<file path="src/tdpt_pkg.sv">
// Shared types and constants for the trial division prime test core.
// No dependencies; imported by every module of the block.
`default_nettype none

package tdpt_pkg;

  localparam int unsigned ValueWidthDefault = 32;
  localparam int unsigned SmallestPrime     = 2;
  localparam int unsigned FirstOddDivisor   = 3;
  localparam int unsigned DivisorStep       = 2;

  typedef enum logic [1:0] {
    ST_IDLE,
    ST_DIVIDE,
    ST_REPORT
  } tdpt_state_e;

  // Status of the serial remainder unit, valid while done is high.
  typedef struct packed {
    logic done;
    logic rem_zero;
    logic past_bound;
  } rem_stat_t;

endpackage : tdpt_pkg

`default_nettype wire

</file>
<file path="src/trial_division_prime_test_core.sv">
// Negative, zero, one, two and even values are settled without dividing; odd values
// are divided by odd trial divisors in turn until one divides or the bound is passed.
// One bit-serial remainder unit is shared by all trial divisors, which are tried one
// after another. One item at a time; busy is high through the result beat.
// The result beat lasts one cycle and cannot be stalled. Reset is asynchronous,
// active low, and returns the core to idle; no state is kept between items.
`default_nettype none

module trial_division_prime_test_core
  import tdpt_pkg::*;
#(
  parameter int unsigned VALUE_WIDTH = ValueWidthDefault
) (
  input  wire logic                   clk_i,
  input  wire logic                   rst_ni,
  input  wire logic                   start,
  output logic                        busy,
  input  wire logic [VALUE_WIDTH-1:0] candidate_value_i,
  output logic                        done_o,
  output logic                        is_prime_o
);

  tdpt_state_e            state_q, state_d;
  logic [VALUE_WIDTH-1:0] value_q, value_d;
  logic [VALUE_WIDTH-1:0] divisor_q, divisor_d;
  logic                   prime_q, prime_d;
  logic                   accept;
  logic                   quick_out;
  logic                   div_start;
  logic [VALUE_WIDTH-1:0] dividend;
  rem_stat_t              rem_stat;

  assign accept = start && !busy;

  // Negative, zero, one and even values are settled without dividing.
  assign quick_out = candidate_value_i[VALUE_WIDTH-1]
                  || (candidate_value_i[VALUE_WIDTH-1:1] == '0)
                  || !candidate_value_i[0];

  assign dividend = (state_q == ST_IDLE) ? candidate_value_i : value_q;

  tdpt_rem_unit #(
    .VALUE_WIDTH (VALUE_WIDTH)
  ) u_rem_unit (
    .clk_i      (clk_i),
    .rst_ni     (rst_ni),
    .start_i    (div_start),
    .dividend_i (dividend),
    .divisor_i  (divisor_q),
    .stat_o     (rem_stat)
  );

  always_comb begin
    state_d = state_q;
    case (state_q)
      ST_IDLE: begin
        if (accept) begin
          state_d = quick_out ? ST_REPORT : ST_DIVIDE;
        end
      end
      ST_DIVIDE: begin
        if (rem_stat.done && (rem_stat.past_bound || rem_stat.rem_zero)) begin
          state_d = ST_REPORT;
        end
      end
      ST_REPORT: begin
        state_d = ST_IDLE;
      end
      default: begin
        state_d = ST_IDLE;
      end
    endcase
  end

  always_comb begin
    busy      = 1'b1;
    done_o    = 1'b0;
    div_start = 1'b0;
    case (state_q)
      ST_IDLE: begin
        busy      = 1'b0;
        div_start = accept && !quick_out;
      end
      ST_DIVIDE: begin
        div_start = rem_stat.done && !rem_stat.past_bound && !rem_stat.rem_zero;
      end
      ST_REPORT: begin
        done_o = 1'b1;
      end
      default: begin
        busy = 1'b1;
      end
    endcase
  end

  always_comb begin
    value_d   = value_q;
    divisor_d = divisor_q;
    prime_d   = prime_q;
    if (accept) begin
      value_d   = candidate_value_i;
      divisor_d = VALUE_WIDTH'(FirstOddDivisor);
      prime_d   = (candidate_value_i == VALUE_WIDTH'(SmallestPrime));
    end else if (state_q == ST_DIVIDE && rem_stat.done) begin
      // The bound is tested before the remainder, as d > n / d means no divisor is left.
      if (rem_stat.past_bound) begin
        prime_d = 1'b1;
      end else if (rem_stat.rem_zero) begin
        prime_d = 1'b0;
      end else begin
        divisor_d = divisor_q + VALUE_WIDTH'(DivisorStep);
      end
    end
  end

  always_ff @(posedge clk_i or negedge rst_ni) begin
    if (!rst_ni) begin
      state_q <= ST_IDLE;
    end else begin
      state_q <= state_d;
    end
  end

  always_ff @(posedge clk_i) begin
    value_q   <= value_d;
    divisor_q <= divisor_d;
    prime_q   <= prime_d;
  end

  assign is_prime_o = prime_q;

  a_accept_goes_busy: assert property (@(posedge clk_i) disable iff (!rst_ni)
    accept |=> busy)
    else $error("core did not go busy after accepting a beat");

  a_prime_is_odd_or_two: assert property (@(posedge clk_i) disable iff (!rst_ni)
    (done_o && is_prime_o) |->
      (value_q[0] || value_q == VALUE_WIDTH'(SmallestPrime)))
    else $error("even value other than two reported prime");

  a_divisor_odd: assert property (@(posedge clk_i) disable iff (!rst_ni)
    (state_q == ST_DIVIDE) |-> divisor_q[0])
    else $error("trial divisor is even");

endmodule : trial_division_prime_test_core

`default_nettype wire

</file>
<file path="src/tdpt_rem_unit.sv">
// Bit-serial restoring divider: one dividend bit per cycle, quotient and remainder.
// Depends on tdpt_pkg for the status struct.
`default_nettype none

module tdpt_rem_unit
  import tdpt_pkg::*;
#(
  parameter int unsigned VALUE_WIDTH = ValueWidthDefault
) (
  input  wire logic                   clk_i,
  input  wire logic                   rst_ni,
  input  wire logic                   start_i,
  input  wire logic [VALUE_WIDTH-1:0] dividend_i,
  input  wire logic [VALUE_WIDTH-1:0] divisor_i,
  output rem_stat_t                   stat_o
);

  localparam int unsigned CntWidth = $clog2(VALUE_WIDTH);

  logic [VALUE_WIDTH-1:0] rem_q, rem_d;
  logic [VALUE_WIDTH-1:0] quo_q;
  logic [VALUE_WIDTH-1:0] trial_rem;
  logic                   quo_bit;
  logic [CntWidth-1:0]    cnt_q;
  logic                   run_q;
  logic                   done_q;

  // The divisor never exceeds the square root of the value plus two, so the
  // shifted remainder always fits the value width.
  assign trial_rem = {rem_q[VALUE_WIDTH-2:0], quo_q[VALUE_WIDTH-1]};
  assign quo_bit   = (trial_rem >= divisor_i);
  assign rem_d     = quo_bit ? (trial_rem - divisor_i) : trial_rem;

  always_ff @(posedge clk_i or negedge rst_ni) begin
    if (!rst_ni) begin
      run_q  <= 1'b0;
      done_q <= 1'b0;
      cnt_q  <= '0;
    end else if (start_i) begin
      run_q  <= 1'b1;
      done_q <= 1'b0;
      cnt_q  <= CntWidth'(VALUE_WIDTH - 1);
    end else if (run_q) begin
      if (cnt_q == '0) begin
        run_q  <= 1'b0;
        done_q <= 1'b1;
      end else begin
        cnt_q <= cnt_q - CntWidth'(1);
      end
    end else begin
      done_q <= 1'b0;
    end
  end

  always_ff @(posedge clk_i) begin
    if (start_i) begin
      rem_q <= '0;
      quo_q <= dividend_i;
    end else if (run_q) begin
      rem_q <= rem_d;
      quo_q <= {quo_q[VALUE_WIDTH-2:0], quo_bit};
    end
  end

  assign stat_o.done       = done_q;
  assign stat_o.rem_zero   = (rem_q == '0);
  assign stat_o.past_bound = (divisor_i > quo_q);

  a_done_after_run: assert property (@(posedge clk_i) disable iff (!rst_ni)
    done_q |-> !run_q)
    else $error("remainder unit reports done while still shifting");

  a_done_pulse: assert property (@(posedge clk_i) disable iff (!rst_ni)
    done_q |=> !done_q)
    else $error("remainder unit done held for more than one cycle");

  a_last_step: assert property (@(posedge clk_i) disable iff (!rst_ni)
    (run_q && !start_i && cnt_q == '0) |=> done_q)
    else $error("remainder unit missed done after last step");

endmodule : tdpt_rem_unit

`default_nettype wire
</file>
<file path="config.mk">
export PLATFORM = sky130hd
export DESIGN_NAME = trial_division_prime_test_core
export DESIGN_NICKNAME = d
export VERILOG_FILES = /design/src/tdpt_pkg.sv /design/src/trial_division_prime_test_core.sv /design/src/tdpt_rem_unit.sv
export SDC_FILE = /design/constraint.sdc
export NUM_CORES = 1
export LEC_CHECK = 0
export ABC_CLOCK_PERIOD_IN_PS = 3900
export BUFFER_PORTS_ARGS = -buffer_cell sky130_fd_sc_hd__buf_2
export CORE_UTILIZATION = 45
export CTS_CLUSTER_DIAMETER = 120
export DETAILED_ROUTE_END_ITERATION = 6
export PLACE_DENSITY = 0.66
export SYNTH_ARGS = -nofsm -noshare
export SYNTH_HDL_FRONTEND = slang
export SYNTH_SLANG_ARGS = --single-unit
</file>
<file path="constraint.sdc">
create_clock -name clk_i -period 3.9 [get_ports clk_i]
set_input_delay 0.39 -clock clk_i [delete_from_list [all_inputs] [get_ports clk_i]]
set_output_delay 0.39 -clock clk_i [all_outputs]
set_load 0.05 [all_outputs]
</file>
==> results of run 1 <==
==> where the power goes <==
| group | switching, mW | internal [mW] |
|---|---|---|
| Clock | 0.629 | 0.957 |
| Sequential | 0.425 | 2.10 |
| Combinational | 2.27 | 1.78 |
| Total | 3.32 | 4.84 |
==> metrics by stage <==
step                      setup WS, ps  hold slack (ps)  std cells  instance area, um^2
after floorplan                    489             94.4        955                 8660
after global placement             505              251       1202                 9130
after detailed placement           482              255       1202                 9130
after CTS                          452              163       1235                 9710
after global routing               195              163       1235                 9710
final                              427              178       1235                 9710
==> kinds of logic after synthesis <==
| logic type | count (synthesis) | synth area share |
|---|---|---|
| compound gates | 231 | 0.167 |
| xor+xnor | 59 | 0.0596 |
| fa+ha+maj | 67 | 0.0976 |
| buf+inv | 123 | 0.0573 |
| flops | 137 | 0.397 |
| mux | 57 | 0.0659 |
| simple gates | 281 | 0.156 |
==> synth_stat cells (9+ instances only) <==
| library cell | instances |
|---|---|
| mux2i_1 | 57 |
| nand4_1 | 22 |
| nor2_1 | 72 |
| a21oi_1 | 71 |
| a21o_1 | 24 |
| nand2_1 | 86 |
| o21ai_0 | 71 |
| a211oi_1 | 19 |
| dfxtp_1 | 63 |
| ha_1 | 66 |
| dfrtp_1 | 9 |
| edfxtp_1 | 65 |
| and3_1 | 9 |
| clkbuf_1 | 31 |
| inv_1 | 79 |
| nor3_1 | 9 |
| xnor2_1 | 51 |
| nand3_1 | 28 |
| o211ai_1 | 9 |
| nor4_1 | 21 |
==> worst paths after layout <==
kind	slack [ps]	end	depth (start not counted)	start
max reg2reg	430	u_rem_unit.rem_q[12]	11	divisor_q[5]
min reg2reg	510	divisor_q[31]	1	divisor_q[31]
min	180	value_q[20]	1	candidate_value_i[20]
min in group asynchronous	360	u_rem_unit.cnt_q[0]	2	rst_ni
max in group asynchronous	3340	u_rem_unit.run_q	2	rst_ni
max	430	u_rem_unit.rem_q[12]	11	divisor_q[5]
==> state kept, by name (all words and copies together), names as in the netlist <==
name               count
divisor_q             31
is_prime_o             1
state_q                2
u_rem_unit.cnt_q       5
u_rem_unit.done_q      1
u_rem_unit.quo_q      32
u_rem_unit.rem_q      32
u_rem_unit.run_q       1
value_q               32
==> what timing repair did <==
item	CTS	global route
hold buffers	1	0
endpoints found under the hold margin	9	0
buffers inserted	0	0
==> cell type report <==
class | count | area (um^2)
clock buffer | 20 | 447
clock inverter | 12 | 126
fill | 1708 | 9060
inverter | 79 | 297
multi-input combinational | 695 | 4750
sequential | 137 | 3440
tap | 234 | 293
timing repair buffer | 58 | 358
==> metal layers <==
layer | routed length, um | vias up
met3 | 859 | 26
met1 | 9360 | 3185
li1 | - | 3495
met2 | 8970 | 178
met4 | 323 | 0
met5 | 0 | -
==> results.cfg, run 1 <==
[setup_path]
critPathMaxStageDelay_ps = 570
worstSetupEndpointType = register
cp.buffers_inverters = 2
worst_setup_path_start_kind = register
crit_required_ps = 4160
cp_cell_sequence = inv_1 -> ha_1 -> o211ai_1 -> o21ai_0 -> o211ai_1 -> a31oi_1 -> a21oi_1 -> a21oi_4 -> buf_4 -> mux2i_1 -> a211oi_1
crit_type = reg -> reg
crit_top_cell = o211ai_1
crit_family = compound AO/OA/AOI/OAI gates
cp.arrival_ps = 3740
crit_slowest_cell = o21ai_0
crit_fanout = 13

[outcome]
status = finished clean

[sta]
setup_tns_ps = 0
finalSetupViolCount = 0
min_period_over_period = 0.891
maxSlewViolCount = 0
rsz0062_at_grt = no
finalHoldViolCount = 0
slew_headroom = 0.499
tightestPinTransition_ps = 752
timing.fmax_ghz = 0.288
post-route-min-period_ps = 3470
fin_worst_skew_ps = 9.54

[synth]
synthFlopType = edfxtp_1
synth_edf_count = 65
async_flop_share = 0.0657
synthTopCellsByArea = edfxtp_1 (23%), dfxtp_1 (15%), ha_1 (9.5%), mux2i_1 (6.6%), xnor2_1 (5.2%)
synth.avg_cell_area_um2 = 9.07
synth_cell_types = 54
ys_seq_elements = 137
yosysTopAreaCell = edfxtp_1
syn_inst = 955
synth_top_area_share = 0.225
yosysSeqAreaShare = 0.397
yosys_warnings = 0
syn_nets = 1057
syn_area_mm2 = 0.00866

[die]
dieWidth_um = 141
std_cell_rows = 50
die_y_um = 141
initial_utilization = 0.462
core-area_mm2 = 0.0188
fp.dieArea_mm2 = 0.0198
io-pin-count = 38

[cts]
numCtsBuffers = 17
htree_levels = 4
path_clk_slew_ps = 60
clk_latency_ps = 420
cts_tree = yes
ctsResizeCount = 0
clkSinkCount = 137
cts_root_buf = clkbuf_16
clock_path_buffers = 2

[layout]
layout_common_cells = nand2_1 (86), inv_1 (78), nor2_1 (71), o21ai_0 (71), a21oi_1 (70)
layout-drive-gt1-share = 0.0979
utilization = 0.517
synthToLayoutAreaGrowth_pct = 12.1
diodes = 0
fin_nets = 1090
layout_commonest_cell = nand2_1

[routing]
drc = 0
via_per_inst = 5.57
vias = 6884
initialDrtViolationCount = 470
finalWirelength_mm = 19.5
first_pass_iters = 5
wl_per_cell_um = 15.8
final_antenna_net_count = 0

[power]
power_mw = 8.16
power_density_mw_per_mm2 = 840
p_leak_nw = 4.13
irDropWorstVdd_uv = 423

[global_routing]
grt_util_met3 = 0.0289
grt_max_degree = 64
first_global_vias = 6416
grt_pass1_wl_mm = 32.2
antenna_found_initial = 0
use_met1 = 0.284
grt_overflow_total = 0
grt_use_total = 0.206
grtUsageMet2 = 0.331
grt-busiest-layer = met2

[flow_run]
maxCapViolCount = 0

[worst_hold_path]
hold_path.class = in -> reg

[placement]
place.gp.congestion = 0.870
hpwl_mm = 14.4
numPortBuffers = 37
No activity file was read; power rests on OpenSTA's default activity.
==> run 2, diff against run 1 <==
RECOVER_POWER = 100   (was default)
SYNTH_HIERARCHICAL = 1   (was default)
==> results.cfg, run 2 <==
[cts]
htree_levels = 4
clk_latency_ps = 430
cts_tree = yes
path_clk_slew_ps = 70
clkSinkCount = 137
clock_path_buffers = 2
numCtsBuffers = 17
cts_root_buf = clkbuf_16

[setup_path]
rrSetupSlack_ps = 250
crit_fanout = 13
crit_type = reg -> reg
r2r_end = divisor_q[14]
crit_required_ps = 4250
cp.arrival_ps = 4000
rr_worst_depth = 16
worstSetupEndpointType = register
crit_path_end = divisor_q[14]
startpoint = u_rem_unit/quo_q[9]
worst_setup_path_start_kind = register
rr_startpoint = u_rem_unit/quo_q[9]

[global_routing]
antenna_found_initial = 0
grt_overflow_total = 0
grt_max_degree = 63
grt_use_total = 0.230
first_global_vias = 7067
grt_pass1_wl_mm = 36.3

[layout]
utilization = 0.517
layout_commonest_cell = nand2_1
fin_nets = 1124
synthToLayoutAreaGrowth_pct = 13.0
stdcell_area_mm2 = 0.0100
layout_common_cells = nand2_1 (124), inv_1 (79), ha_1 (67)
diodes = 0
layout-drive-gt1-share = 0.123
reg.largest.list = u_rem_unit/quo_q (32), u_rem_unit/rem_q (32), value_q (32)

[synth]
synth.avg_cell_area_um2 = 9.06
yosysTopAreaCell = edfxtp_1
synthTopCellsByArea = edfxtp_1 (22%), dfxtp_1 (14%), ha_1 (9.4%), nand2_1 (5.3%), mux2_2 (4.2%)
synth.most_common_cell = nand2_1
synth_cell_types = 68
syn_area_mm2 = 0.00888
synth_edf_count = 65
yosys_warnings = 6
syn_inst = 980
synth_common_cells = nand2_1 (126), inv_1 (81), ha_1 (67)
yosysSeqAreaShare = 0.387
async_flop_share = 0.0657
ys_seq_elements = 137
synth_top_area_share = 0.220
synthFlopType = edfxtp_1

[sta]
post-route-min-period_ps = 3650
min_period_over_period = 0.935
tightestPinTransition_ps = 1780
maxSlewViolCount = 33
finalSetupViolCount = 0
fin_worst_skew_ps = 13.6
slew_headroom = -0.184
finalHoldViolCount = 0
hold_ws_ps = 151
timing.fmax_ghz = 0.274

[worst_hold_path]
holdPathStages = 1
hold_path.class = in -> reg

[power]
p_leak_nw = 3.85
irDropWorstVdd_uv = 434
power_density_mw_per_mm2 = 873

[die]
dieWidth_um = 142
initial_utilization = 0.458
io-pin-count = 38
fp.dieArea_mm2 = 0.0203
std_cell_rows = 51
die_y_um = 142
core-area_mm2 = 0.0194

[routing]
wl_per_cell_um = 17.1
via_per_inst = 5.69
drc = 0
initialDrtViolationCount = 523
vias = 7395
finalWirelength_mm = 22.2
first_pass_iters = 5
final_antenna_net_count = 0

[outcome]
status = complete, but fails checks
violations = capacitance limit, slew limit

[placement]
numPortBuffers = 37
hpwl_mm = 15.9
place.gp.congestion = 0.907
dpl_cell_area_mm2 = 0.00944

[flow_run]
maxCapViolCount = 1
## run 2: cell types whose count changed in the layout (fill, tap and decap cells not counted), moves of 25 or more
cell	delta
buf_2	-34
clkbuf_1	+34
mux2_2	+33
mux2i_1	-36
nand2_1	+38
xnor2_1	-25
## run 2: cell type report
cell class	count	area, um^2
repair buffers	64	373
well taps	265	332
clock inverters	14	173
clock buffers	18	429
flip-flops and latches	137	3440
fillers	1834	9370
multi-input cells	719	4980
inverters	82	312
## run 2: repair_timing
action | 4_1_cts | 5_1_grt
buffers inserted | 0 | 1
gates resized for setup | 0 | 7
hold endpoints to repair | 9 | 0
hold buffers | 1 | 0
setup endpoints to repair | 0 | 94
## run 2: cell families after synthesis
logic type,synth area share
muxes,0.0655
adders and majority gates,0.0967
buffers and inverters,0.0552
other,0.000422
and+or+nand+nor,0.183
DFF,0.387
AOI/OAI and AO/OA,0.175
xor gates and xnor gates,0.0365
## run 2: critical path, stage by stage (launching register included)
cell      delay [ps]
edfxtp_1         360
inv_1             80
ha_1             250
a21o_1           160
a21o_1           170
a21o_1           170
a21oi_1          140
nor2b_1           60
o211ai_1         160
a21boi_1         110
o21ai_1          180
a31oi_2          160
or4b_4           550
or2_4            290
buf_4            180
or4_1            410
a21oi_1          150
## run 2: layer usage
layer	GRT usage	wire, um
met3	0.0333	823
met5	0	0
met2	0.370	10200
met4	0.0792	451
met1	0.314	10700
## run 2: per-stage QoR
stage / power (mW) / setup WS [ps] / std cells / setup TNS, ps
after floorplan: 5.96 / 12.5 / 981 / 0
after global placement: 6.96 / 297 / 1265 / 0
after detailed placement: 7.03 / 202 / 1265 / 0
after CTS: 8.73 / 160 / 1298 / 0
after global routing: 9.41 / -39.9 / 1299 / -114
final: 8.76 / 252 / 1299 / 0
## run 2: how the worst min path moves through the flow
| stage | from | end | slack [ps] |
|---|---|---|---|
| finish | candidate_value_i[0] | value_q[0] | 150 |
| global route | candidate_value_i[0] | value_q[0] | 140 |
| global placement | rst_ni | u_rem_unit/cnt_q[0] | 270 |
| CTS | candidate_value_i[0] | value_q[0] | 140 |
| detailed placement | rst_ni | u_rem_unit/cnt_q[1] | 270 |
| floorplan | rst_ni | state_q[0] | 90 |
## run 2: power breakdown
group / switching (mW) / internal (mW) / total (mW)
registers: 0.371 / 2.13 / 2.50
logic: 2.61 / 1.99 / 4.60
clock network: 0.652 / 1.01 / 1.66
total: 3.63 / 5.12 / 8.76
==> run 3, diff against run 2 <==
BUFFER_PORTS_ARGS = -buffer_cell sky130_fd_sc_hd__clkbuf_2   (was -buffer_cell sky130_fd_sc_hd__buf_2)
==> results.cfg, run 3 (synthesized netlist as in run 2, its figures left out) <==
[power]
power_mw = 8.71
p_leak_nw = 3.84
power_density_mw_per_mm2 = 872
irDropWorstVdd_uv = 442

[setup_path]
worstSetupEndpointType = register
crit_top_cell = a21o_1
crit_slowest_cell = or4b_1
cp.buffers_inverters = 2
rrSetupSlack_ps = 260
cp.arrival_ps = 4000
critPathMaxStageDelay_ps = 540
crit_family = compound AO/OA/AOI/OAI gates
cp.depth = 16
cp_cell_sequence = inv_1 -> ha_1 -> a21o_1 -> a21o_1 -> a21o_1 -> a21oi_1 -> nor2b_1 -> o211ai_1 -> a21boi_1 -> o21ai_1 -> a31oi_2 -> or4b_1 -> or2_4 -> buf_4 -> or4_1 -> a21oi_1
crit_required_ps = 4250
rr_worst_depth = 16
crit_type = reg -> reg
worst_setup_path_start_kind = register
crit_fanout = 13

[die]
std_cell_rows = 51
core-area_mm2 = 0.0194
dieWidth_um = 142
io-pin-count = 38
fp.dieArea_mm2 = 0.0203
initial_utilization = 0.458
die_y_um = 142

[layout]
final_cells = 1298
diodes = 0
layout_common_cells = nand2_1 (124), inv_1 (79), ha_1 (67)
fin_nets = 1123
nFillCells = 1892
synthToLayoutAreaGrowth_pct = 12.6
regArea_mm2 = 0.00344
multiInputGateArea_mm2 = 0.00496
utilization = 0.515
layout-drive-gt1-share = 0.120
layout_commonest_cell = nand2_1
reg.largest.list = u_rem_unit/quo_q (32), u_rem_unit/rem_q (32), value_q (32)

[routing]
finalWirelength_mm = 21.8
vias = 7379
first_pass_iters = 5
initialDrtViolationCount = 483
drc = 0
wl_per_cell_um = 16.8
final_antenna_net_count = 0
via_per_inst = 5.68

[cts]
cts_root_buf = clkbuf_16
numCtsBuffers = 17
clkSinkCount = 137
clock_path_buffers = 2
path_clk_slew_ps = 60
clk_latency_ps = 430
htree_levels = 4
cts_tree = yes

[sta]
slew_headroom = -0.165
maxSlewViolCount = 33
min_period_over_period = 0.934
timing.fmax_ghz = 0.274
fin_worst_skew_ps = 7.23
finalHoldViolCount = 0
tightestPinTransition_ps = 1750
rsz0062_at_grt = yes
post-route-min-period_ps = 3640
setup_tns_ps = 0
finalSetupViolCount = 0

[global_routing]
grt_use_total = 0.227
grt_max_degree = 63
grt_pass1_wl_mm = 36.0
grt_overflow_total = 0
antenna_found_initial = 0
first_global_vias = 7120

[worst_hold_path]
holdPathStages = 1
hold_path.class = in -> reg

[outcome]
violations = capacitance limit, slew limit
status = complete, but fails checks

[placement]
numPortBuffers = 37
hpwl_mm = 15.8
place.gp.congestion = 0.894
placed_cells = 1265

[flow_run]
maxCapViolCount = 1
-- run 3: cell types whose count changed in the layout (fill, tap and decap cells not counted), moves of 3 or more --
| cell | before | now |
|---|---|---|
| buf_4 | 22 | 16 |
| clkinv_2 | 3 | 0 |
| o21ai_0 | 61 | 66 |
| clkbuf_2 | 0 | 6 |
| o21ai_1 | 12 | 7 |
-- run 3: layout make-up --
class,instances,share of cell area
timing repair buffer,63,0.0335
inverter,82,0.0312
multi-input combinational,719,0.496
sequential,137,0.344
clock buffer,18,0.0429
tap,265,0.0332
clock inverter,14,0.0189
-- run 3: worst reg2reg max path, stage by stage (launching register included) --
cell,delay (ps)
edfxtp_1,350
inv_1,80
ha_1,240
a21o_1,160
a21o_1,170
a21o_1,160
a21oi_1,130
nor2b_1,60
o211ai_1,190
a21boi_1,120
o21ai_1,190
a31oi_2,150
or4b_1,550
or2_4,290
buf_4,180
or4_1,410
a21oi_1,150
-- run 3: worst paths after layout --
check                                  endpoint                  from
max                               divisor_q[18]   u_rem_unit/quo_q[9]
min reg2reg                u_rem_unit/rem_q[10]  u_rem_unit/rem_q[10]
min                                  value_q[0]  candidate_value_i[0]
max reg2reg                       divisor_q[18]   u_rem_unit/quo_q[9]
min in group asynchronous            state_q[1]                rst_ni
max in group asynchronous      u_rem_unit/run_q                rst_ni
-- run 3: per-stage QoR --
step           setup WS (ps)  hold slack (ps)  cell area [um^2]
2_1_floorplan           12.5             94.4              8890
3_3_place_gp             297              274              9440
3_5_place_dp             152              277              9440
4_1_cts                  149              129             10100
5_1_grt                -8.02              144             10000
6_report                 256              152             10000
-- run 3: report_power, final --
| group | switching, mW | internal (mW) | total [mW] | leakage, nW |
|---|---|---|---|---|
| combinational | 2.58 | 1.93 | 4.51 | 2.26 |
| sequential | 0.364 | 2.13 | 2.49 | 1.28 |
| clock | 0.684 | 1.03 | 1.71 | 0.296 |
| total | 3.63 | 5.09 | 8.71 | 3.84 |
-- run 3: routing by layer --
metal	part of all wire	wire [um]	vias to the layer above	GRT usage
li1	-	-	3651	-
met1	0.48	10400	3516	0.305
met2	0.46	9970	178	0.365
met3	0.046	995	34	0.0421
met4	0.021	449	0	0.0804
met5	0	0	-	0
-- run 3: timing repair --
action	in CTS	in global routing
endpoints found under the hold margin	9	0
setup buffers	0	0
setup endpoints to repair	0	87
resized for setup	0	6
hold buffers	1	0
